==> config.mk <==
export PLATFORM = sky130hd
export DESIGN_NAME = scale_keyboard_note_mapper_core_flat
export DESIGN_NICKNAME = d
export VERILOG_FILES = /design/src/rtl/core/skmap_pkg.sv /design/src/rtl/core/skmap_if.sv /design/src/rtl/core/skmap_queue.sv /design/src/rtl/core/skmap_front.sv /design/src/rtl/core/skmap_back.sv /design/src/rtl/core/scale_keyboard_note_mapper_core.sv /design/src/flat_wrapper.sv
export SDC_FILE = /design/constraint.sdc
export NUM_CORES = 1
export LEC_CHECK = 0
export BUFFER_PORTS_ARGS = -buffer_cell sky130_fd_sc_hd__buf_2
export CORE_MARGIN = 1
export CORE_UTILIZATION = 50
export DETAILED_ROUTE_END_ITERATION = 6
export PLACE_DENSITY = 0.66
export SLEW_MARGIN = 20
export SYNTH_ARGS = -nofsm -noshare
export SYNTH_HDL_FRONTEND = slang
export SYNTH_HIERARCHICAL = 1
export SYNTH_SLANG_ARGS = --single-unit
==> constraint.sdc <==
create_clock -name clk -period 26.2 [get_ports clk]
set_input_delay 3.93 -clock clk [delete_from_list [all_inputs] [get_ports clk]]
set_output_delay 3.93 -clock clk [all_outputs]
set_load 0.01 [all_outputs]
==> src/rtl/core/skmap_pkg.sv <==
// ----------------------------------------------------------------------------
// skmap_pkg
// Shared types, codes and scale tables for the scale keyboard note mapper.
// ----------------------------------------------------------------------------
package skmap_pkg;

  // default sizes
  localparam int NUM_KEYS_DEF = 8;
  localparam int Q_DEPTH_DEF  = 2;

  // field widths
  localparam int OP_W       = 3;
  localparam int KEY_IDX_W  = 3;
  localparam int MODE_W     = 2;
  localparam int POT_W      = 10;
  localparam int CFG_IDX_W  = 4;
  localparam int CFG_DATA_W = 8;

  // input op codes
  localparam logic [OP_W-1:0] OP_PRESS   = 3'd0;
  localparam logic [OP_W-1:0] OP_RELEASE = 3'd1;
  localparam logic [OP_W-1:0] OP_OCT_UP  = 3'd2;
  localparam logic [OP_W-1:0] OP_OCT_DN  = 3'd3;
  localparam logic [OP_W-1:0] OP_ASSIGN  = 3'd4;

  // panel modes
  localparam logic [MODE_W-1:0] MODE_PLAY  = 2'd0;
  localparam logic [MODE_W-1:0] MODE_SHIFT = 2'd1;

  // configuration register indexes
  localparam logic [CFG_IDX_W-1:0] CFG_SCALE    = 4'd0;
  localparam logic [CFG_IDX_W-1:0] CFG_ROOT     = 4'd1;
  localparam logic [CFG_IDX_W-1:0] CFG_CHANNEL  = 4'd2;
  localparam logic [CFG_IDX_W-1:0] CFG_VELOCITY = 4'd3;

  // status byte high nibbles
  localparam logic [3:0] STAT_NOTE_ON  = 4'h9;
  localparam logic [3:0] STAT_NOTE_OFF = 4'h8;

  // register limits
  localparam int         SCALE_CNT  = 24;
  localparam logic [4:0] SCALE_LAST = 5'd23;
  localparam logic [3:0] ROOT_LAST  = 4'd11;
  localparam logic [6:0] NOTE_MAX   = 7'd127;

  // classified command kinds
  typedef enum logic [2:0] {
    CMD_PRESS,
    CMD_RELEASE,
    CMD_OCT_UP,
    CMD_OCT_DN,
    CMD_ASSIGN,
    CMD_REPOS
  } cmd_kind_t;

  typedef struct packed {
    cmd_kind_t            kind;
    logic [KEY_IDX_W-1:0] key;
    logic [POT_W-1:0]     pot;
  } cmd_t;

  // steps per octave of each scale
  localparam logic [3:0] SCALE_LEN [SCALE_CNT] = '{
    4'd12, 4'd7, 4'd7, 4'd7, 4'd7, 4'd7, 4'd7, 4'd7, 4'd7, 4'd7, 4'd5, 4'd5,
    4'd6,  4'd6, 4'd6, 4'd8, 4'd8, 4'd7, 4'd7, 4'd7, 4'd5, 4'd5, 4'd5, 4'd5
  };

  // degree i of each scale sits in nibble i
  localparam logic [47:0] SCALE_DEG [SCALE_CNT] = '{
    48'hBA9876543210, 48'h00000B975420, 48'h00000A875320, 48'h00000B875320,
    48'h00000B975320, 48'h00000A975320, 48'h00000A875310, 48'h00000B976420,
    48'h00000A975420, 48'h00000A865310, 48'h000000097420, 48'h0000000A7530,
    48'h000000A76530, 48'h000000974320, 48'h000000A86420, 48'h0000B9865320,
    48'h0000A9764310, 48'h00000A875410, 48'h00000B876320, 48'h00000B875410,
    48'h000000087320, 48'h0000000A7510, 48'h0000000A6510, 48'h000000097520
  };

  function automatic logic [3:0] scale_len(input logic [4:0] sel);
    return SCALE_LEN[sel];
  endfunction

  function automatic logic [3:0] scale_deg(input logic [4:0] sel, input logic [3:0] idx);
    logic [47:0] row;
    row = SCALE_DEG[sel];
    return row[{idx, 2'b00} +: 4];
  endfunction

endpackage

==> src/rtl/core/skmap_if.sv <==
// ----------------------------------------------------------------------------
// skmap channel interfaces
// Valid/ready channels for key events, MIDI messages and register writes.
// ----------------------------------------------------------------------------

// key event channel
interface skmap_in_if import skmap_pkg::*; ();
  logic                 valid;
  logic                 ready;
  logic [OP_W-1:0]      op;
  logic [KEY_IDX_W-1:0] key_index;
  logic [MODE_W-1:0]    panel_mode;
  logic [POT_W-1:0]     pot_level;

  modport source (output valid, op, key_index, panel_mode, pot_level, input ready);
  modport sink   (input valid, op, key_index, panel_mode, pot_level, output ready);
endinterface

// midi message channel
interface skmap_out_if ();
  logic       valid;
  logic       ready;
  logic [7:0] status_byte;
  logic [6:0] note_number;
  logic [6:0] velocity_byte;

  modport source (output valid, status_byte, note_number, velocity_byte, input ready);
  modport sink   (input valid, status_byte, note_number, velocity_byte, output ready);
endinterface

// register write channel
interface skmap_cfg_if import skmap_pkg::*; ();
  logic                  valid;
  logic                  ready;
  logic [CFG_IDX_W-1:0]  index;
  logic [CFG_DATA_W-1:0] data;

  modport source (output valid, index, data, input ready);
  modport sink   (input valid, index, data, output ready);
endinterface

==> src/rtl/core/skmap_queue.sv <==
// ----------------------------------------------------------------------------
// skmap_queue
// Short command queue between the classifying front and the executing back.
// ----------------------------------------------------------------------------
module skmap_queue import skmap_pkg::*; #(
  parameter int DEPTH = Q_DEPTH_DEF
) (
  input  logic clk,
  input  logic rst_n,
  input  logic push_valid,
  output logic push_ready,
  input  cmd_t push_cmd,
  output logic pop_valid,
  input  logic pop_ready,
  output cmd_t pop_cmd
);

  localparam int PTR_W = (DEPTH > 1) ? $clog2(DEPTH) : 1;
  localparam int CNT_W = $clog2(DEPTH + 1);
  localparam logic [PTR_W-1:0] PTR_LAST = PTR_W'(DEPTH - 1);
  localparam logic [CNT_W-1:0] CNT_FULL = CNT_W'(DEPTH);

  cmd_t             mem_r [DEPTH];
  logic [PTR_W-1:0] wr_ptr_r;
  logic [PTR_W-1:0] rd_ptr_r;
  logic [CNT_W-1:0] count_r;
  logic             do_push;
  logic             do_pop;

  // handshake on both sides
  assign push_ready = (count_r != CNT_FULL);
  assign pop_valid  = (count_r != '0);
  assign pop_cmd    = mem_r[rd_ptr_r];
  assign do_push    = push_valid && push_ready;
  assign do_pop     = pop_valid && pop_ready;

  // storage
  always_ff @(posedge clk) begin
    if (do_push) begin
      mem_r[wr_ptr_r] <= push_cmd;
    end
  end

  // pointers and fill level
  always_ff @(posedge clk) begin
    if (!rst_n) begin
      wr_ptr_r <= '0;
      rd_ptr_r <= '0;
      count_r  <= '0;
    end else begin
      if (do_push) begin
        wr_ptr_r <= (wr_ptr_r == PTR_LAST) ? '0 : wr_ptr_r + 1'b1;
      end
      if (do_pop) begin
        rd_ptr_r <= (rd_ptr_r == PTR_LAST) ? '0 : rd_ptr_r + 1'b1;
      end
      if (do_push && !do_pop) begin
        count_r <= count_r + 1'b1;
      end else if (do_pop && !do_push) begin
        count_r <= count_r - 1'b1;
      end
    end
  end

endmodule

==> src/rtl/core/skmap_front.sv <==
// ----------------------------------------------------------------------------
// skmap_front
// Accepts key events, drops those with no effect and classifies the rest.
// ----------------------------------------------------------------------------
module skmap_front import skmap_pkg::*; #(
  parameter int NUM_KEYS = NUM_KEYS_DEF
) (
  skmap_in_if.sink in_ch,
  output logic     push_valid,
  input  logic     push_ready,
  output cmd_t     push_cmd
);

  logic      key_ok;
  logic      keep;
  cmd_kind_t kind;

  assign key_ok = (32'(in_ch.key_index) < NUM_KEYS);

  // classify the event
  always_comb begin
    keep = 1'b0;
    kind = CMD_PRESS;
    unique case (in_ch.op)
      OP_PRESS: begin
        if (key_ok && in_ch.panel_mode == MODE_PLAY) begin
          keep = 1'b1;
          kind = CMD_PRESS;
        end else if (key_ok && in_ch.panel_mode == MODE_SHIFT && in_ch.key_index == '0) begin
          keep = 1'b1;
          kind = CMD_REPOS;
        end
      end
      OP_RELEASE: begin
        keep = key_ok;
        kind = CMD_RELEASE;
      end
      OP_OCT_UP: begin
        keep = (in_ch.panel_mode == MODE_PLAY);
        kind = CMD_OCT_UP;
      end
      OP_OCT_DN: begin
        keep = (in_ch.panel_mode == MODE_PLAY);
        kind = CMD_OCT_DN;
      end
      OP_ASSIGN: begin
        keep = key_ok;
        kind = CMD_ASSIGN;
      end
      default: begin
        keep = 1'b0;
      end
    endcase
  end

  // events that do nothing are taken and dropped here
  assign in_ch.ready   = push_ready;
  assign push_valid    = in_ch.valid && keep;
  assign push_cmd.kind = kind;
  assign push_cmd.key  = in_ch.key_index;
  assign push_cmd.pot  = in_ch.pot_level;

endmodule

==> src/rtl/core/skmap_back.sv <==
// ----------------------------------------------------------------------------
// skmap_back
// Executes commands: key positions, held notes, octave shift, note messages.
// ----------------------------------------------------------------------------
module skmap_back import skmap_pkg::*; #(
  parameter int NUM_KEYS = NUM_KEYS_DEF
) (
  input  logic          clk,
  input  logic          rst_n,
  input  logic          q_valid,
  output logic          q_ready,
  input  cmd_t          q_cmd,
  skmap_cfg_if.sink     cfg_ch,
  skmap_out_if.source   out_ch
);

  localparam int KEY_W = (NUM_KEYS > 1) ? $clog2(NUM_KEYS) : 1;

  typedef enum logic [1:0] {ST_IDLE, ST_DIV, ST_NOTE, ST_EMIT} state_t;

  state_t              state_r;
  logic [4:0]          scale_r;
  logic [3:0]          root_r;
  logic [3:0]          chan_r;
  logic [6:0]          vel_r;
  logic                rebuild_r;
  logic signed [2:0]   oct_r;
  logic [6:0]          top_r;
  logic [6:0]          key_step_r [NUM_KEYS];
  logic [NUM_KEYS-1:0] sound_on_r;
  logic [6:0]          sound_note_r [NUM_KEYS];
  logic [KEY_W-1:0]    cur_key_r;
  logic [6:0]          quo_r;
  logic [3:0]          rem_r;
  logic [2:0]          cnt_r;
  logic                res_on_r;
  logic [6:0]          res_note_r;
  logic                out_valid_r;
  logic [7:0]          out_status_r;
  logic [6:0]          out_note_r;
  logic [6:0]          out_vel_r;

  logic [3:0]          len;
  logic [KEY_W-1:0]    key_sel;
  logic [4:0]          cfg_scale;
  logic [3:0]          cfg_root;
  logic [6:0]          cfg_vel;
  logic                cfg_rebuild;
  logic [4:0]          trial;
  logic                trial_ge;
  logic [3:0]          rem_step;
  logic [3:0]          deg;
  logic [4:0]          pc_sum;
  logic                pc_wrap;
  logic [3:0]          pc;
  logic signed [7:0]   oct_num;
  logic [8:0]          raw_note;
  logic [6:0]          note_val;
  logic [3:0]          oct_cnt;
  logic [3:0]          rem_room;
  logic [3:0]          fit_cnt;
  logic [7:0]          top_sum;
  logic [6:0]          top_new;
  logic [7:0]          top_inc;
  logic [17:0]         assign_prod;
  logic [6:0]          assign_step;
  logic [6:0]          repos_val [NUM_KEYS];
  logic                out_free;
  logic                emit_go;

  assign len      = scale_len(scale_r);
  assign key_sel  = KEY_W'(q_cmd.key);
  assign q_ready  = (state_r == ST_IDLE) && !rebuild_r;
  assign out_free = !out_valid_r || out_ch.ready;
  assign emit_go  = (state_r == ST_EMIT) && out_free;

  // register write clamping
  assign cfg_ch.ready = 1'b1;
  assign cfg_scale = (cfg_ch.data[4:0] > SCALE_LAST) ? SCALE_LAST : cfg_ch.data[4:0];
  assign cfg_root  = (cfg_ch.data[3:0] > ROOT_LAST) ? ROOT_LAST : cfg_ch.data[3:0];
  assign cfg_vel   = (cfg_ch.data[6:0] == 7'd0) ? 7'd1 : cfg_ch.data[6:0];
  assign cfg_rebuild = cfg_ch.valid
                     && (cfg_ch.index == CFG_SCALE || cfg_ch.index == CFG_ROOT);

  // one restoring division step of the key position by the scale length
  assign trial    = {rem_r, quo_r[6]};
  assign trial_ge = (trial >= {1'b0, len});
  assign rem_step = trial_ge ? 4'(trial - {1'b0, len}) : trial[3:0];

  // pitch class and octave of the played note, folded into the midi range
  always_comb begin
    deg      = scale_deg(scale_r, rem_r);
    pc_sum   = {1'b0, root_r} + {1'b0, deg};
    pc_wrap  = (pc_sum >= 5'd12);
    pc       = pc_wrap ? 4'(pc_sum - 5'd12) : pc_sum[3:0];
    oct_num  = $signed({1'b0, quo_r}) + $signed({{5{oct_r[2]}}, oct_r})
             + $signed({7'd0, pc_wrap});
    raw_note = 9'(oct_num[4:0]) * 9'd12 + 9'(pc);
    if (oct_num[7]) begin
      note_val = {3'd0, pc};
    end else if (raw_note <= 9'(NOTE_MAX)) begin
      note_val = raw_note[6:0];
    end else if (pc <= 4'd7) begin
      note_val = 7'd120 + 7'(pc);
    end else begin
      note_val = 7'd108 + 7'(pc);
    end
  end

  // highest step whose note stays at or below the top of the midi range
  always_comb begin
    oct_cnt  = (root_r <= 4'd7) ? 4'd10 : 4'd9;
    rem_room = (root_r <= 4'd7) ? 4'(5'd7 - {1'b0, root_r}) : 4'(5'd19 - {1'b0, root_r});
    fit_cnt  = '0;
    for (int i = 0; i < 12; i++) begin
      if (4'(i) < len && scale_deg(scale_r, 4'(i)) <= rem_room) begin
        fit_cnt = fit_cnt + 1'b1;
      end
    end
    top_sum = 8'({4'd0, oct_cnt} * {4'd0, len}) + {4'd0, fit_cnt} - 8'd1;
    top_new = (top_sum > {1'b0, NOTE_MAX}) ? NOTE_MAX : top_sum[6:0];
  end

  // pot to step, clamped to the top step
  always_comb begin
    top_inc     = {1'b0, top_r} + 8'd1;
    assign_prod = {8'd0, q_cmd.pot} * {10'd0, top_inc};
    assign_step = (assign_prod[17:10] > {1'b0, top_r}) ? top_r : assign_prod[16:10];
  end

  // home positions: five octaves up plus the key number
  always_comb begin
    for (int j = 0; j < NUM_KEYS; j++) begin
      repos_val[j] = 7'({3'd0, len} * 7'd5) + 7'(j);
    end
  end

  // sequencer, state and output register
  always_ff @(posedge clk) begin
    if (!rst_n) begin
      state_r     <= ST_IDLE;
      scale_r     <= '0;
      root_r      <= '0;
      chan_r      <= '0;
      vel_r       <= NOTE_MAX;
      rebuild_r   <= 1'b0;
      oct_r       <= '0;
      top_r       <= NOTE_MAX;
      sound_on_r  <= '0;
      out_valid_r <= 1'b0;
      for (int j = 0; j < NUM_KEYS; j++) begin
        key_step_r[j] <= 7'(60 + j);
      end
    end else begin
      // load a new message, or drop the one taken downstream
      if (emit_go) begin
        out_valid_r <= 1'b1;
      end else if (out_ch.ready) begin
        out_valid_r <= 1'b0;
      end

      // a scale or root write asks for a rebuild, served while idle
      if (cfg_rebuild) begin
        rebuild_r <= 1'b1;
      end else if (state_r == ST_IDLE) begin
        rebuild_r <= 1'b0;
      end

      unique case (state_r)
        ST_IDLE: begin
          if (rebuild_r) begin
            top_r <= top_new;
            for (int j = 0; j < NUM_KEYS; j++) begin
              key_step_r[j] <= repos_val[j];
            end
          end else if (q_valid) begin
            unique case (q_cmd.kind)
              CMD_PRESS: begin
                if (!sound_on_r[key_sel]) begin
                  cur_key_r <= key_sel;
                  quo_r     <= key_step_r[key_sel];
                  rem_r     <= '0;
                  cnt_r     <= '0;
                  state_r   <= ST_DIV;
                end
              end
              CMD_RELEASE: begin
                if (sound_on_r[key_sel]) begin
                  sound_on_r[key_sel] <= 1'b0;
                  res_on_r            <= 1'b0;
                  res_note_r          <= sound_note_r[key_sel];
                  state_r             <= ST_EMIT;
                end
              end
              CMD_OCT_UP: begin
                if (oct_r != 3'sd3) begin
                  oct_r <= oct_r + 3'sd1;
                end
              end
              CMD_OCT_DN: begin
                if (oct_r != -3'sd3) begin
                  oct_r <= oct_r - 3'sd1;
                end
              end
              CMD_ASSIGN: begin
                key_step_r[key_sel] <= assign_step;
              end
              CMD_REPOS: begin
                for (int j = 0; j < NUM_KEYS; j++) begin
                  key_step_r[j] <= repos_val[j];
                end
              end
              default: begin
              end
            endcase
          end
        end
        ST_DIV: begin
          rem_r <= rem_step;
          quo_r <= {quo_r[5:0], trial_ge};
          cnt_r <= cnt_r + 1'b1;
          if (cnt_r == 3'd6) begin
            state_r <= ST_NOTE;
          end
        end
        ST_NOTE: begin
          sound_on_r[cur_key_r]   <= 1'b1;
          sound_note_r[cur_key_r] <= note_val;
          res_on_r                <= 1'b1;
          res_note_r              <= note_val;
          state_r                 <= ST_EMIT;
        end
        ST_EMIT: begin
          if (out_free) begin
            out_status_r <= {res_on_r ? STAT_NOTE_ON : STAT_NOTE_OFF, chan_r};
            out_note_r   <= res_note_r;
            out_vel_r    <= res_on_r ? vel_r : 7'd0;
            state_r      <= ST_IDLE;
          end
        end
        default: begin
          state_r <= ST_IDLE;
        end
      endcase

      // register writes, expected only while no event is in flight
      if (cfg_ch.valid) begin
        unique case (cfg_ch.index)
          CFG_SCALE: begin
            scale_r <= cfg_scale;
          end
          CFG_ROOT: begin
            root_r <= cfg_root;
          end
          CFG_CHANNEL: begin
            chan_r <= cfg_ch.data[3:0];
          end
          CFG_VELOCITY: begin
            vel_r <= cfg_vel;
          end
          default: begin
          end
        endcase
      end
    end
  end

  assign out_ch.valid         = out_valid_r;
  assign out_ch.status_byte   = out_status_r;
  assign out_ch.note_number   = out_note_r;
  assign out_ch.velocity_byte = out_vel_r;

endmodule

==> src/rtl/core/scale_keyboard_note_mapper_core.sv <==
// ----------------------------------------------------------------------------
// scale_keyboard_note_mapper_core
// Maps play key events to MIDI note-on and note-off messages on a scale.
// ----------------------------------------------------------------------------
// Usage:
//   in_ch  : key events (press, release, octave up/down, pot step assign).
//   out_ch : at most one MIDI message per event (status, note, velocity).
//   cfg_ch : register writes (scale, root, channel, velocity), always ready;
//            write only while no event is in flight.
// Events pass a classifier, then a two-entry queue, then the executing
// sequencer. Events with no effect are dropped by the classifier.
// From acceptance to a valid message, a note-on passes the queue, the steps of
// the step/length divider, the note step and the load step; a note-off passes
// the queue and the load step. The sequencer takes one event at a time; octave,
// assign and position reset events are executed in its idle state.
// A scale or root write triggers a rebuild of the top step and the key
// positions in the idle state, during which queued events wait.
// Reset gives chromatic on C, keys at notes 60 upward, all keys silent.
// A stalled receiver holds the message register; the sequencer then waits
// in its load step and the queue fills before in_ch drops ready.
// ----------------------------------------------------------------------------
module scale_keyboard_note_mapper_core import skmap_pkg::*; #(
  parameter int NUM_KEYS    = NUM_KEYS_DEF,
  parameter int QUEUE_DEPTH = Q_DEPTH_DEF
) (
  input  logic        clk,
  input  logic        rst_n,
  skmap_in_if.sink    in_ch,
  skmap_out_if.source out_ch,
  skmap_cfg_if.sink   cfg_ch
);

  logic push_valid;
  logic push_ready;
  cmd_t push_cmd;
  logic pop_valid;
  logic pop_ready;
  cmd_t pop_cmd;

  // classify incoming events
  skmap_front #(.NUM_KEYS(NUM_KEYS)) u_front (
    .in_ch      (in_ch),
    .push_valid (push_valid),
    .push_ready (push_ready),
    .push_cmd   (push_cmd)
  );

  // decoupling queue
  skmap_queue #(.DEPTH(QUEUE_DEPTH)) u_queue (
    .clk        (clk),
    .rst_n      (rst_n),
    .push_valid (push_valid),
    .push_ready (push_ready),
    .push_cmd   (push_cmd),
    .pop_valid  (pop_valid),
    .pop_ready  (pop_ready),
    .pop_cmd    (pop_cmd)
  );

  // execute commands
  skmap_back #(.NUM_KEYS(NUM_KEYS)) u_back (
    .clk     (clk),
    .rst_n   (rst_n),
    .q_valid (pop_valid),
    .q_ready (pop_ready),
    .q_cmd   (pop_cmd),
    .cfg_ch  (cfg_ch),
    .out_ch  (out_ch)
  );

endmodule

==> src/flat_wrapper.sv <==
// flat-port wrapper written by rule: the top's interface ports become plain ports
module scale_keyboard_note_mapper_core_flat import skmap_pkg::*;
#(
  parameter int NUM_KEYS    = NUM_KEYS_DEF,
  parameter int QUEUE_DEPTH = Q_DEPTH_DEF
)
  (clk, rst_n, in_ch_valid, in_ch_op, in_ch_key_index, in_ch_panel_mode, in_ch_pot_level, in_ch_ready, out_ch_valid, out_ch_status_byte, out_ch_note_number, out_ch_velocity_byte, out_ch_ready, cfg_ch_valid, cfg_ch_index, cfg_ch_data, cfg_ch_ready);
  skmap_in_if in_ch_i ();
  skmap_out_if out_ch_i ();
  skmap_cfg_if cfg_ch_i ();
  input  logic clk;
  input  logic rst_n;
  input wire logic [$bits(in_ch_i.valid)-1:0] in_ch_valid;
  input wire logic [$bits(in_ch_i.op)-1:0] in_ch_op;
  input wire logic [$bits(in_ch_i.key_index)-1:0] in_ch_key_index;
  input wire logic [$bits(in_ch_i.panel_mode)-1:0] in_ch_panel_mode;
  input wire logic [$bits(in_ch_i.pot_level)-1:0] in_ch_pot_level;
  output wire logic [$bits(in_ch_i.ready)-1:0] in_ch_ready;
  output wire logic [$bits(out_ch_i.valid)-1:0] out_ch_valid;
  output wire logic [$bits(out_ch_i.status_byte)-1:0] out_ch_status_byte;
  output wire logic [$bits(out_ch_i.note_number)-1:0] out_ch_note_number;
  output wire logic [$bits(out_ch_i.velocity_byte)-1:0] out_ch_velocity_byte;
  input wire logic [$bits(out_ch_i.ready)-1:0] out_ch_ready;
  input wire logic [$bits(cfg_ch_i.valid)-1:0] cfg_ch_valid;
  input wire logic [$bits(cfg_ch_i.index)-1:0] cfg_ch_index;
  input wire logic [$bits(cfg_ch_i.data)-1:0] cfg_ch_data;
  output wire logic [$bits(cfg_ch_i.ready)-1:0] cfg_ch_ready;
  assign in_ch_i.valid = in_ch_valid;
  assign in_ch_i.op = in_ch_op;
  assign in_ch_i.key_index = in_ch_key_index;
  assign in_ch_i.panel_mode = in_ch_panel_mode;
  assign in_ch_i.pot_level = in_ch_pot_level;
  assign in_ch_ready = in_ch_i.ready;
  assign out_ch_valid = out_ch_i.valid;
  assign out_ch_status_byte = out_ch_i.status_byte;
  assign out_ch_note_number = out_ch_i.note_number;
  assign out_ch_velocity_byte = out_ch_i.velocity_byte;
  assign out_ch_i.ready = out_ch_ready;
  assign cfg_ch_i.valid = cfg_ch_valid;
  assign cfg_ch_i.index = cfg_ch_index;
  assign cfg_ch_i.data = cfg_ch_data;
  assign cfg_ch_ready = cfg_ch_i.ready;
  scale_keyboard_note_mapper_core #(.NUM_KEYS(NUM_KEYS), .QUEUE_DEPTH(QUEUE_DEPTH)) u_core (.clk(clk), .rst_n(rst_n), .in_ch(in_ch_i), .out_ch(out_ch_i), .cfg_ch(cfg_ch_i));
endmodule
==> impl_metrics.ini, run 1 <==
[outcome]
status = complete, no violations

[timing]
drv_slew = 0
fin_crit_sh_pct = 44.1
rsz0062_at_grt = no
clock_skew_ns = 0.0122
setup_viol = 0
worst-slew-pin-transition_ns = 0.911
slew_headroom_pct = 37.5
hold_violations = 0
fmax_ghz = 0.0866
layout_min_cycle_time_ns = 11.55
tns_ns = 0

[power_and_ir_drop]
p_int_uw = 1100
p_leak_uw = 0.00795
vdd_ir_drop_max_v = 0.0000759
switchingPower_uw = 812
p_sw_share_pct = 42.4
seq_power_share_pct = 24.2
clockPowerShare_pct = 19.0
power_density_nw_per_um2 = 98.9
power_frac_comb_pct = 56.9

[detailed_routing]
vias_per_cell = 5.76
first_pass_iters = 5
drt-initial-drc-count = 1021
wire_per_inst_um = 18.4
vias = 12836
drtAntennaViolNets = 0
wirelength_um = 41000
drc_errors = 0

[cells_and_area]
nNetsFinal = 2006
n_fill_cell = 3072
syn2layout_area_growth_pct = 8.11
drive_gt1_share_pct = 12.0
final_util_pct = 55.4
multi_input_area_sq_um = 10400
seqCellArea_sq_um = 6590
diodes = 0

[global_routing]
grt_overflow = 0
antenna_found_initial = 0
grt_max_degree = 52
grt_usage_pct = 22.9
grt_pass1_vias = 12607
grt_first_pass_wirelength_um = 66200

[logic_synthesis]
ys_warn_count = 6
synth.area.top_cells = edfxtp_1 32%, ha_1 11%, fa_1 6.9%
synth_edf_count = 188
syn-cell-area_sq_um = 17900
syn_avg_cell_area_sq_um = 10.3
seq_area_frac_synth_pct = 36.8
yosysUniqueCellTypes = 106
synth_ff_type = edfxtp_1
synth-seq-cells = 235
async_flop_share_pct = 0
yosysTopAreaCell = edfxtp_1
syn-instance-count = 1737
synth_top_area_share_pct = 31.6

[worst_setup_path]
cp.required_ns = 26.58
cp_slowest_cell = ha_1
cp-start-kind = flop
cp_max_fo = 12
critPathCaptureType = flop
crit_top_cell = ha_1
arrival_ns = 11.92
slowest_delay_ns = 0.60
critical_path_class = flop to flop

[floorplan]
row_count = 68
die_x_um = 191
start_util_pct = 51.3
core_area_sq_um = 34900
pin_count = 60
die_area_sq_um = 36500
dieHeight_um = 191

[job]
drv_cap = 0

[cts]
ctsRootBufferMaster = clkbuf_16
cts_max_level = 1
cts_tree = yes
cts_setup_buffers = 0
cts_buffer_depth = 3
cts_num_sinks = 235
clk_latency_ns = 0.53
cts_buffers = 24
clkTransAtPathRegs_ns = 0.06
hold_buffers = 0
cts_resized = 0

[place]
io_buffers = 54
gp_congestion = 0.871
hpwl_um = 30600

[worst_hold_path]
hold_path.class = flop to flop
[Yosys cell counts, types with 6 or more instances]
cell,instances
nand2b_1,27
and2_1,52
a31oi_1,9
clkbuf_1,48
a211oi_1,19
nor3_1,19
o21ai_0,69
mux2_2,32
xor2_1,34
o22ai_1,27
a21o_1,18
mux2i_1,49
nor2b_1,35
a21oi_1,93
nand3b_1,8
inv_1,133
xnor2_1,59
fa_1,62
mux4_2,18
nor2_1,107
nand2_1,165
nand3_1,38
dfxtp_1,47
buf_4,19
o21a_1,9
buf_1,9
nand4_1,9
and3_1,13
ha_1,153
a22oi_1,22
edfxtp_1,188
o211ai_1,6
[metal layers]
metal	GRT usage [%]	wire length [um]	vias up
li1	-	-	6212
met1	30.0	18200	6289
met2	40.4	20200	285
met3	2.33	1840	50
met4	5.31	793	0
met5	0	0	-
[cells in the final DEF (no fill, tap or decap), types with 47 or more instances in the layout]
cell	n
a21oi_1	93
and2_1	52
buf_2	54
dfxtp_1	47
edfxtp_1	188
fa_1	62
ha_1	153
inv_1	133
mux2i_1	49
nand2_1	165
nor2_1	106
o21ai_0	69
xnor2_1	59
[state kept, by name, summed over array words and instances (netlist names), 8 cells and up, named ones only]
signal and flops:
u_core/u_back/sound_note_r 56, u_core/u_back/key_step_r 56, u_core/u_back/sound_on_r 8, u_core/u_queue/mem_r 32
[critical path, delay by kind of cell (launching register included)]
kind	cells	cell delay (ns)
adders and majority gates	11	4.03
and+or+nand+nor	10	1.80
xor gates and xnor gates	9	1.73
AOI/OAI and AO/OA	10	1.70
buffers and inverters	8	1.25
DFF	1	0.59
muxes	1	0.27
[through the flow]
stage	area [sq um]	std cells	hold slack, ns	total power, uW	worst slack (ns)
3_5_place_dp	18500	2185	0.405	1550	14.71
3_3_place_gp	18500	2185	0.406	1530	14.89
6_report	19300	2229	0.418	1910	14.65
5_1_grt	19300	2229	0.427	2070	13.70
2_1_floorplan	17900	1739	0.400	1290	15.95
4_1_cts	19300	2229	0.417	1930	14.66
[kinds of logic after synthesis]
family	Yosys count	share of synthesized area, %
fa+ha+maj	215	17.6
flops	235	36.8
compound gates	349	13.0
mux	100	7.11
simple gates	513	14.2
xor+xnor	106	6.08
other cells	2	0.0420
buf+inv	217	5.04
[power by group through the flow]
stage	clock network [uW]	registers [uW]	logic, uW
after floorplan	0	461	825
after global placement	0	470	1060
after detailed placement	0	470	1080
after CTS	370	463	1090
after global routing	383	465	1220
final	363	462	1090
[final timing paths]
kind | start | end | slack [ns] | cells after the start
setup / recovery | u_core/u_back/scale_r[0]$_SDFFE_PN0P_ | u_core/u_back/top_r[3]$_SDFFE_PN1P_ | 14.65 | 49
hold / removal | u_core/u_back/res_note_r[0]$_DFFE_PP_ | u_core/u_back/out_ch.note_number[0]$_DFFE_PP_ | 0.42 | 0
setup reg to reg | u_core/u_back/scale_r[0]$_SDFFE_PN0P_ | u_core/u_back/top_r[3]$_SDFFE_PN1P_ | 14.65 | 49
hold reg to reg | u_core/u_back/res_note_r[0]$_DFFE_PP_ | u_core/u_back/out_ch.note_number[0]$_DFFE_PP_ | 0.42 | 0
[final cells by class]
class	instances	area share [%]
Clock inverter	12	0.893
Sequential cell	235	34.1
Tap cell	455	2.94
Clock buffer	32	3.47
Inverter	136	2.64
Multi-Input combinational cell	1287	53.9
Timing Repair Buffer	72	2.10
No activity file was read; power rests on OpenSTA's default activity.
==> inputs of run 2 (changes only) <==
--- a/config.mk
+++ b/config.mk
@@ -5,6 +5,7 @@
 export SDC_FILE = /design/constraint.sdc
 export NUM_CORES = 1
 export LEC_CHECK = 0
+export ABC_AREA = 1
 export BUFFER_PORTS_ARGS = -buffer_cell sky130_fd_sc_hd__buf_2
 export CORE_MARGIN = 1
 export CORE_UTILIZATION = 50
==> constraint.sdc (replaced) <==
create_clock -name clk -period 10.9 [get_ports clk]
set_input_delay 1.635 -clock clk [delete_from_list [all_inputs] [get_ports clk]]
set_output_delay 1.635 -clock clk [all_outputs]
set_load 0.01 [all_outputs]
==> run 2 against run 1 <==
Clock skew grew 0.0066 ns. Largest power group unchanged. Sequential cell count did not move. Die area shrank 1.6%. Total power is 130% higher. Via count increased by 11%. Sequential share of layout area grew 0.20 points. Clock power rose by 140%. Clock-buffer cell count grew 3. Critical endpoint unchanged. Critical path depth up 8. Global-route usage up 3.1 points. Non-clock buffer count grew 6.
==> impl_metrics.ini, run 2 <==
[power_and_ir_drop]
power_frac_comb_pct = 54.2
switchingPower_uw = 1960
power_density_nw_per_um2 = 229
p_sw_share_pct = 44.6
clockPowerShare_pct = 19.7
p_leak_uw = 0.00865
p_total_uw = 4400
vdd_ir_drop_max_v = 0.000179
seq_power_share_pct = 26.0
p_int_uw = 2440

[global_routing]
grt_first_pass_wirelength_um = 73400
grt_pass1_vias = 13973
antenna_found_initial = 0
grt_overflow = 0
grt_usage_pct = 25.9
grt_max_degree = 50

[cts]
clkTransAtPathRegs_ns = 0.06
cts_setup_buffers = 0
cts_num_sinks = 235
cts_tree = yes
ctsRootBufferMaster = clkbuf_16
cts_buffer_depth = 3
hold_buffers = 0
cts_buffers = 26
cts_max_level = 1
clk_latency_ns = 0.53
cts_resized = 0

[timing]
hold_violations = 0
post-route-worst-setup-slack_ns = 1.04
slew_headroom_pct = 22.1
layout_min_cycle_time_ns = 9.86
rsz0062_at_grt = no
tns_ns = 0
drv_slew = 0
fin_crit_sh_pct = 90.5
setup_viol = 0
fmax_ghz = 0.101
worst-slew-pin-transition_ns = 1.16
clock_skew_ns = 0.0188

[logic_synthesis]
ys_warn_count = 6
seq_area_frac_synth_pct = 37.4
synth.area.top_cells = edfxtp_1 32%, ha_1 11%, nand2_1 8.0%
syn-instance-count = 2036
syn-cell-area_sq_um = 17600
yosysUniqueCellTypes = 68
synth_edf_count = 188
synth.most_common_cell = nand2_1
syn_avg_cell_area_sq_um = 8.65
synth_ff_type = edfxtp_1
synth_top_area_share_pct = 32.1
yosysTopAreaCell = edfxtp_1
async_flop_share_pct = 0
synth_top_cells_by_count = 375 x nand2_1, 309 x inv_1, 188 x edfxtp_1
synth-seq-cells = 235

[worst_hold_path]
hold_start = u_core/u_back/res_note_r[0]$_DFFE_PP_
hold_depth = 0
hold_path.class = flop to flop
holdPathEnd = u_core/u_back/out_ch.note_number[0]$_DFFE_PP_

[worst_setup_path]
slowest_delay_ns = 0.78
r2r_end = u_core/u_back/top_r[3]$_SDFFE_PN1P_
cp_max_fo = 21
critPathCaptureType = flop
r2r_cells = 57
crit_top_cell = nand2_1
critical_path_class = flop to flop
cp_num_buf_inv = 12
cp_slowest_cell = dfxtp_1
arrival_ns = 10.24
r2r-start = u_core/u_back/scale_r[2]$_SDFFE_PN0P_
cp.required_ns = 11.28
cp-start-kind = flop
path_delay_family = adder cells
r2r_setup_slack_ns = 1.04

[detailed_routing]
drt-initial-drc-count = 987
vias_per_cell = 5.56
drtAntennaViolNets = 0
first_pass_iters = 5
wire_per_inst_um = 17.8
drc_errors = 0
vias = 14237
wirelength_um = 45600

[outcome]
status = complete, no violations

[cells_and_area]
most-common-layout-cells = 375 x nand2_1, 309 x inv_1, 188 x edfxtp_1
multi_input_area_sq_um = 9520
drive_gt1_share_pct = 10.9
syn2layout_area_growth_pct = 9.21
mostFrequentLayoutCell = nand2_1
diodes = 0
nNetsFinal = 2337
design_area_sq_um = 19200
seqCellArea_sq_um = 6590
n_fill_cell = 3146
final_util_pct = 55.5
top_regs = u_core/u_back/key_step_r x56, u_core/u_back/sound_note_r x56, u_core/u_queue/mem_r x32

[floorplan]
core_area_sq_um = 34600
die_area_sq_um = 36000
pin_count = 60
die_x_um = 190
dieHeight_um = 190
row_count = 68
start_util_pct = 50.8

[place]
io_buffers = 54
dpl_worst_slack_ns = 0.827
gp_congestion = 0.898
placed_cell_area_sq_um = 18400
hpwl_um = 34500

[job]
drv_cap = 0
[run 2: per-layer routing]
layer / up-vias / track usage, % / routed length (um)
met5: - / 0 / 0
li1: 6938 / - / -
met4: 0 / 8.03 / 1260
met3: 77 / 3.49 / 2680
met1: 6773 / 33.0 / 19500
met2: 449 / 45.6 / 22100
[run 2: per-stage QoR]
stage	hold WS [ns]	cells
final	0.422	2562
after global routing	0.430	2562
after CTS	0.420	2562
after detailed placement	0.406	2514
after global placement	0.402	2514
after floorplan	0.400	2038
[run 2: how the worst max path moves through the flow]
stage / start / to / slack, ns / cells past startpoint
6_report: u_core/u_back/scale_r[2]$_SDFFE_PN0P_ / u_core/u_back/top_r[3]$_SDFFE_PN1P_ / 1.04 / 57
2_1_floorplan: u_core/u_back/scale_r[0]$_SDFFE_PN0P_ / u_core/u_back/top_r[4]$_SDFFE_PN1P_ / 2.14 / 59
5_1_grt: u_core/u_back/scale_r[2]$_SDFFE_PN0P_ / u_core/u_back/top_r[3]$_SDFFE_PN1P_ / 0.1 / 57
3_5_place_dp: u_core/u_back/scale_r[1]$_SDFFE_PN0P_ / u_core/u_back/top_r[3]$_SDFFE_PN1P_ / 0.83 / 59
4_1_cts: u_core/u_back/scale_r[1]$_SDFFE_PN0P_ / u_core/u_back/top_r[3]$_SDFFE_PN1P_ / 0.81 / 59
3_3_place_gp: u_core/u_back/scale_r[1]$_SDFFE_PN0P_ / u_core/u_back/top_r[3]$_SDFFE_PN1P_ / 0.97 / 59
[run 2: logic make-up (layout without fill, tap and decap cells)]
kind of cell / Yosys count / after routing / share of synthesized area (%)
AND/OR/NAND/NOR: 769 / 769 / 19.6
buffers and inverters: 389 / 458 / 8.87
AO/OA/AOI/OAI: 366 / 366 / 12.7
flip-flops: 235 / 235 / 37.4
adder cells (fa/ha/maj): 215 / 215 / 17.9
XOR/XNOR: 42 / 42 / 2.13
multiplexers: 18 / 18 / 1.36
other: 2 / 4 / 0.0427
[run 2: power groups by stage]
stage	registers (uW)	clock network, uW	logic [uW]
detailed placement	1160	0	2370
global route	1150	918	2700
floorplan	1150	0	1730
global placement	1160	0	2300
CTS	1140	878	2380
finish	1140	868	2380
[run 2: layout make-up]
type / instances / area share, %
Timing Repair Buffer: 78 / 2.34
Tap cell: 455 / 2.96
Clock inverter: 13 / 0.592
Multi-Input combinational cell: 1414 / 49.5
Sequential cell: 235 / 34.3
Inverter: 332 / 6.50
Clock buffer: 35 / 3.83
==> inputs of run 3 (changes only) <==
--- a/config.mk
+++ b/config.mk
@@ -6,11 +6,11 @@
 export NUM_CORES = 1
 export LEC_CHECK = 0
 export ABC_AREA = 1
-export BUFFER_PORTS_ARGS = -buffer_cell sky130_fd_sc_hd__buf_2
+export BUFFER_PORTS_ARGS = -buffer_cell sky130_fd_sc_hd__buf_4
 export CORE_MARGIN = 1
 export CORE_UTILIZATION = 50
 export DETAILED_ROUTE_END_ITERATION = 6
-export PLACE_DENSITY = 0.66
+export PLACE_DENSITY = 0.71
 export SLEW_MARGIN = 20
 export SYNTH_ARGS = -nofsm -noshare
 export SYNTH_HDL_FRONTEND = slang
==> run 3 against run 2 <==
Non-clock buffer count increased by 3. Maximum frequency grew 0.70%. Sequential power about the same. Critical path depth is 2 higher.
==> impl_metrics.ini, run 3 (synthesis gave the netlist of run 2 again) <==
[floorplan]
die_x_um = 190
die_area_sq_um = 36000
row_count = 68
pin_count = 60
start_util_pct = 50.8
dieHeight_um = 190
core_area_sq_um = 34600

[cells_and_area]
seqCellArea_sq_um = 6590
multi_input_area_sq_um = 9510
n_fill_cell = 3118
top_regs = u_core/u_back/key_step_r x56, u_core/u_back/sound_note_r x56, u_core/u_queue/mem_r x32
mostFrequentLayoutCell = nand2_1
diodes = 0
syn2layout_area_growth_pct = 9.84
drive_gt1_share_pct = 10.9
final_util_pct = 55.8
nNetsFinal = 2339
most-common-layout-cells = 375 x nand2_1, 309 x inv_1, 188 x edfxtp_1

[power_and_ir_drop]
power_density_nw_per_um2 = 227
p_leak_uw = 0.00869
vdd_ir_drop_max_v = 0.000196

[detailed_routing]
wirelength_um = 45600
drt-initial-drc-count = 1173
vias_per_cell = 5.62
drc_errors = 0
vias = 14401
first_pass_iters = 7
drtAntennaViolNets = 0
wire_per_inst_um = 17.8

[timing]
rsz0062_at_grt = no
clock_skew_ns = 0.0108
slew_headroom_pct = 17.9
drv_slew = 0
fin_crit_sh_pct = 89.8
fmax_ghz = 0.102
setup_viol = 0
layout_min_cycle_time_ns = 9.79
worst-slew-pin-transition_ns = 1.22
hold_violations = 0
tns_ns = 0

[place]
hpwl_um = 34800
io_buffers = 54
gp_congestion = 0.875

[cts]
clkTransAtPathRegs_ns = 0.06
clk_latency_ns = 0.52
cts_tree = yes
cts_buffer_depth = 3
ctsRootBufferMaster = clkbuf_16
cts_max_level = 1
cts_buffers = 25
hold_buffers = 0
cts_setup_buffers = 0
cts_num_sinks = 235
cts_resized = 0

[global_routing]
grt_pass1_vias = 14284
grt_overflow = 0
grt_usage_pct = 25.5
grt_max_degree = 41
grt_first_pass_wirelength_um = 73100
antenna_found_initial = 0

[worst_setup_path]
arrival_ns = 10.17
cp-start-kind = flop
crit_top_cell = inv_1
critPathCaptureType = flop
critical_path_class = flop to flop
cp.required_ns = 11.28
cp_max_fo = 8
cp_slowest_cell = dfxtp_1
slowest_delay_ns = 0.50

[job]
drv_cap = 0

[outcome]
status = complete, no violations

[worst_hold_path]
hold_path.class = flop to flop
[run 3: worst max-delay path: cells and delay by family (launching register included)]
family          cells  cell delay [ns]
buf+inv            12             0.85
simple gates       22             2.22
xor+xnor            1             0.17
compound gates     13             2.52
fa+ha+maj          11             3.39
flops               1             0.50
[run 3: cell type report]
type                       count  share of cell area [%]
clock buffer                  32                    3.42
timing repair buffer          81                    3.14
sequential                   235                    34.1
clock inverter                13                   0.789
inverter                     332                    6.46
tap                          455                    2.94
multi-input combinational   1414                    49.2
[run 3: worst paths after layout]
path	startpoint	slack (ns)	cells past startpoint	to
worst min register to register	u_core/u_back/res_note_r[6]$_DFFE_PP_	0.42	0	u_core/u_back/out_ch.note_number[6]$_DFFE_PP_
worst max-delay path	u_core/u_back/scale_r[1]$_SDFFE_PN0P_	1.11	59	u_core/u_back/top_r[4]$_SDFFE_PN1P_
worst max register to register	u_core/u_back/scale_r[1]$_SDFFE_PN0P_	1.11	59	u_core/u_back/top_r[4]$_SDFFE_PN1P_
worst min-delay path	u_core/u_back/res_note_r[6]$_DFFE_PP_	0.42	0	u_core/u_back/out_ch.note_number[6]$_DFFE_PP_
[run 3: power breakdown]
part	internal [uW]	total, uW	switching [uW]
Combinational	808	2380	1570
Clock	502	852	350
Sequential	1110	1160	45.7
Total	2420	4390	1970
[run 3: stage by stage]
| stage | cells | hold slack (ns) | instance area [sq um] | setup WS (ns) | power (uW) |
|---|---|---|---|---|---|
| after floorplan | 2038 | 0.400 | 17600 | 2.14 | 2880 |
| after global placement | 2517 | 0.404 | 18500 | 1.09 | 3420 |
| after detailed placement | 2517 | 0.405 | 18500 | 0.923 | 3510 |
| after CTS | 2562 | 0.419 | 19300 | 0.913 | 4380 |
| after global routing | 2562 | 0.424 | 19300 | 0.0876 | 4710 |
| final | 2562 | 0.420 | 19300 | 1.11 | 4390 |
[run 3: metal layers]
metal  share of wire (%)  wire length, um  global-route usage (%)
met5                   0                0                       0
met2                  48            21900                    44.4
met3                 6.3             2880                    2.88
met4                 3.6             1650                    9.96
met1                  42            19200                    32.3
